<file path="src/kmer_pkg.sv">
// Shared types, constants and functions for the k-mer count hash table.
package kmer_pkg;
	localparam int TABLE_SIZE_DEF = 4093;
	localparam int COVER_MAX_DEF = 63;
	localparam logic [11:0] MAX_FILL_RST = 12'd3069;

	typedef enum logic [2:0] {
		ST_INSERTED  = 3'd0,
		ST_UPDATED   = 3'd1,
		ST_FOUND     = 3'd2,
		ST_NOT_FOUND = 3'd3,
		ST_FULL      = 3'd4
	} status_t;

	typedef enum logic {
		KIND_PUT    = 1'b0,
		KIND_SEARCH = 1'b1
	} kind_t;

	typedef struct packed {
		logic        kind;
		logic [63:0] seq;
		logic [2:0]  left_base;
		logic [2:0]  right_base;
	} req_t;

	typedef struct packed {
		logic [2:0]  status;
		logic [11:0] slot;
		logic [23:0] left_covs;
		logic [23:0] right_covs;
		logic        single_mark;
		logic [11:0] entry_total;
	} rsp_t;

	// Queued item: request plus its home slot.
	typedef struct packed {
		req_t        req;
		logic [15:0] home;
	} job_t;

	typedef enum logic [2:0] {
		BK_IDLE,
		BK_CLEAR,
		BK_READ,
		BK_CHECK,
		BK_OUT
	} bk_state_t;

	function automatic logic [23:0] bump_counter(input logic [23:0] packed_c,
	                                             input logic [2:0] base,
	                                             input logic [5:0] cap);
		logic [23:0] r;
		r = packed_c;
		for (int i = 0; i < 4; i++) begin
			if (base == 3'(i) && r[i*6 +: 6] < cap)
				r[i*6 +: 6] = r[i*6 +: 6] + 6'd1;
		end
		return r;
	endfunction
endpackage

</file>
<file path="src/kmer_queue.sv">
// Two-entry queue between front and back.
module kmer_queue (
	input  logic           clk,
	input  logic           arst_n,
	input  logic           in_valid,
	output logic           in_ready,
	input  kmer_pkg::job_t in_job,
	output logic           out_valid,
	input  logic           out_ready,
	output kmer_pkg::job_t out_job
);
	import kmer_pkg::*;

	job_t       mem_q [2];
	logic       wp_q, rp_q;
	logic [1:0] cnt_q;
	logic       push, pop;

	assign in_ready  = cnt_q != 2'd2;
	assign out_valid = cnt_q != 2'd0;
	assign out_job   = mem_q[rp_q];
	assign push      = in_valid && in_ready;
	assign pop       = out_valid && out_ready;

	always_ff @(posedge clk or negedge arst_n) begin
		if (!arst_n) begin
			wp_q  <= 1'b0;
			rp_q  <= 1'b0;
			cnt_q <= '0;
		end else begin
			if (push) wp_q <= !wp_q;
			if (pop) rp_q <= !rp_q;
			cnt_q <= cnt_q + 2'(push) - 2'(pop);
		end
	end

	always_ff @(posedge clk) begin
		if (push) mem_q[wp_q] <= in_job;
	end

	a_cnt: assert property (@(posedge clk) disable iff (!arst_n)
		cnt_q <= 2'd2) else $error("queue count overflow");
	a_ptr: assert property (@(posedge clk) disable iff (!arst_n)
		(cnt_q == 2'd0 || cnt_q == 2'd2) |-> wp_q == rp_q) else $error("pointer mismatch");
	a_empty: assert property (@(posedge clk) disable iff (!arst_n)
		cnt_q == 2'd0 && !push |=> !out_valid) else $error("phantom item");
endmodule

</file>
<file path="config.mk">
export PLATFORM = sky130hd
export DESIGN_NAME = kmer_queue
export DESIGN_NICKNAME = d
export VERILOG_FILES = /design/src/kmer_pkg.sv /design/src/kmer_queue.sv
export SDC_FILE = /design/constraint.sdc
export NUM_CORES = 1
export LEC_CHECK = 0
export BUFFER_PORTS_ARGS = -buffer_cell sky130_fd_sc_hd__buf_2
export CORE_UTILIZATION = 54
export CTS_BUF_LIST = sky130_fd_sc_hd__clkbuf_4 sky130_fd_sc_hd__clkbuf_8
export CTS_CLUSTER_SIZE = 20
export DETAILED_ROUTE_END_ITERATION = 10
export PLACE_DENSITY = 0.84
export SLEW_MARGIN = 20
export SYNTH_ARGS = -nofsm -noshare
export SYNTH_HDL_FRONTEND = slang
export SYNTH_SLANG_ARGS = --single-unit
</file>
<file path="constraint.sdc">
create_clock -name clk -period 6.19 [get_ports clk]
set_input_delay 0.3095 -clock clk [delete_from_list [all_inputs] [get_ports clk]]
set_output_delay 0.3095 -clock clk [all_outputs]
set_load 0.01 [all_outputs]
</file>
==> flow_metrics.env <==
export IMPL_first_pass_iters=4
export IMPL_first_global_vias=3321
export IMPL_instances_no_fill=642
export IMPL_crit_family="flip-flops"
export IMPL_via_per_inst=5.16
export IMPL_r2r_slack_ps=3880
export IMPL_yosysWarningCount=0
export IMPL_place_inst=608
export IMPL_crit_type="flop to output port"
export IMPL_fmax_mhz=349
export IMPL_ir_drop_mv=0.393
export IMPL_synth_area_leader_cell="edfxtp_1"
export IMPL_final_layout_size_suffix_gt1_share_pct=60.9
export IMPL_drcViolationCount=0
export IMPL_hpwl_mm=7.13
export IMPL_pin_count=180
export IMPL_core_area_mm2=0.0117
export IMPL_drv_cap=0
export IMPL_r2r_cells=5
export IMPL_required_ps=5880
export IMPL_ys_seq_area_share_pct=81.0
export IMPL_antenna_left=0
export IMPL_syn_area_mm2=0.00658
export IMPL_syn_area_per_cell_um2=22.4
export IMPL_slowest_delay_ps=810
export IMPL_crit_chain="buf_4 -> mux2_2 -> buf_2"
export IMPL_hold_violations=0
export IMPL_power_leakage_nw=3.08
export IMPL_vias=3312
export IMPL_utilization_pct=69.1
export IMPL_clk_latency_ps=450
export IMPL_synth_common_cells="edfxtp_1 (174), mux2_2 (67), mux2_4 (20), buf_2 (6)"
export IMPL_cts_root_buf="clkbuf_8"
export IMPL_grt_pass1_wl_mm=16.3
export IMPL_cts_inserted_buffers=17
export IMPL_slowest_stage="dfrtp_4"
export IMPL_die_area_mm2=0.0126
export IMPL_cp_end_kind="output port"
export IMPL_dp_slack_ps=3470
export IMPL_track_usage_pct=17.7
export IMPL_cts_num_sinks=178
export IMPL_synth_edf_count=174
export IMPL_synthFlopType="edfxtp_1"
export IMPL_worstSetupEndpoint="out_job[1]"
export IMPL_critPathMaxFanout=45
export IMPL_cts_resized=0
export IMPL_cp_start_kind="flop"
export IMPL_cts_tree="built"
export IMPL_die_h_um=112
export IMPL_yosysUniqueCellTypes=19
export IMPL_postSynthNetCount=385
export IMPL_h_tree_depth=4
export IMPL_reg2reg_to="mem_q[0][84]$_DFFE_PP_"
export IMPL_gr_total_overflow=0
export IMPL_area_growth_pct=22.6
export IMPL_rsz0062_at_grt="false"
export IMPL_finClkSkew_ps=8.55
export IMPL_hold_start="in_job[8]"
export IMPL_grt_max_degree=47
export IMPL_syn_inst=293
export IMPL_synth_most_common_cell="edfxtp_1"
export IMPL_drt_iter0_markers=289
export IMPL_clk_pin_slew_ps=80
export IMPL_power_mw=3.67
export IMPL_rows=39
export IMPL_grt_antenna_before_repair=0
export IMPL_startpoint="rp_q$_DFFE_PN0P_"
export IMPL_status="finished, final reports clean"
export IMPL_async_flop_share_pct=2.25
export IMPL_p_per_area_mw_per_mm2=456
export IMPL_io_buffers=179
export IMPL_synth_seq_cells=178
export IMPL_fin_nets=578
export IMPL_finalMaxSlewViolations=0
export IMPL_critPathArrivalTime_ps=2550
export IMPL_finalWorstSetupSlack_ps=3330
export IMPL_crit_cells=3
export IMPL_r2r_start="cnt_q[0]$_DFF_PN0_"
export IMPL_yosysTopAreaCellShare_pct=79.5
export IMPL_worst_path_buf_inv=2
export IMPL_setup_tns_ps=0
export IMPL_tightest_slew_ps=682
export IMPL_gp_congestion=0.726
export IMPL_maxSlewHeadroom_pct=54.5
export IMPL_drt_wirelength_per_cell_um=16.9
export IMPL_synth_area_leaders="edfxtp_1 (79%), mux2_2 (11%), mux2_4 (4.6%), dfrtp_1 (1.5%), buf_6 (0.68%)"
export IMPL_die_x_um=112
export IMPL_setup_viol_count_final=0
export IMPL_finalWirelength_mm=10.9
export IMPL_diodes=0
export IMPL_cts_buffer_depth=2
export IMPL_period_share_pct=46.3
export IMPL_fin_crit_ps=2860
export IMPL_start_util_pct=56.4
export IMPL_hp_class="primary input to flop"
how the worst min path moves through the flow:
stage / end / slack (ps) / cells past startpoint
floorplan: cnt_q[0]$_DFF_PN0_ / 10 / 0
global placement: cnt_q[0]$_DFF_PN0_ / 120 / 1
detailed placement: cnt_q[1]$_DFF_PN0_ / 120 / 1
CTS: mem_q[1][7]$_DFFE_PP_ / 10 / 1
global route: mem_q[1][4]$_DFFE_PP_ / 10 / 1
finish: mem_q[1][8]$_DFFE_PP_ / 50 / 1
report_power, final:
| part | leakage (nW) | internal, mW | switching [mW] |
|---|---|---|---|
| sequential | 1.66 | 1.65 | 0.122 |
| combinational | 1.21 | 0.540 | 0.550 |
| clock | 0.209 | 0.441 | 0.372 |
| total | 3.08 | 2.63 | 1.04 |
layout make-up:
cell class | count | area, um2
Fill cell | 761 | 3600
Timing Repair Buffer | 184 | 948
Clock inverter | 13 | 166
Sequential cell | 178 | 5330
Clock buffer | 19 | 249
Tap cell | 143 | 179
Multi-Input combinational cell | 105 | 1190
flip-flops by register name, summed over array words and instances, names as in the netlist:
register  count
mem_q       174
wp_q          1
cnt_q         2
rp_q          1
layout by cell type (no fill, tap or decap):
master,Yosys,routed
mux2_2,67,67
nor2b_1,1,1
clkinv_2,0,4
or2_2,1,1
buf_12,0,1
and3_4,0,1
clkbuf_8,0,17
buf_4,0,3
buf_2,6,179
mux2_4,20,20
xnor2_1,3,3
nor2_4,0,1
nand2_1,2,2
nand3_1,1,1
nand2b_1,1,1
edfxtp_1,174,174
o21ai_0,1,1
o21ba_2,1,1
bufinv_16,0,4
dfrtp_4,0,1
dfrtp_1,4,3
dlygate4sd3_1,0,1
clkinvlp_4,0,2
clkbuf_4,0,2
a311oi_1,1,1
clkinv_1,0,3
nor2_1,3,2
nor4bb_1,1,1
ha_1,1,1
metal layers:
metal,part of all wire (%),track usage (%),vias up
met4,2.1,8.71,0
met5,0,0,-
met3,7.7,6.59,20
met1,40,20.8,1612
met2,50,29.1,131
li1,-,-,1549
cell families after synthesis:
kind of cell	share of synthesized area (%)
AND/OR/NAND/NOR	0.894
buffers and inverters	1.14
flip-flops	81.0
adder cells (fa/ha/maj)	0.190
XOR/XNOR	0.400
AO/OA/AOI/OAI	0.361
multiplexers	16.0
through the flow:
step	area [um2]	hold WS [ps]
6_report	8060	45.3
5_1_grt	8060	13.2
4_1_cts	8040	13.7
3_5_place_dp	7610	120
3_3_place_gp	7610	118
2_1_floorplan	6580	13.9
timing repair:
| action | CTS | global route |
|---|---|---|
| hold buffers | 1 | 0 |
| hold endpoints to repair | 4 | 0 |
| setup buffers | 0 | 0 |
No activity file was read; power rests on OpenSTA's default activity.
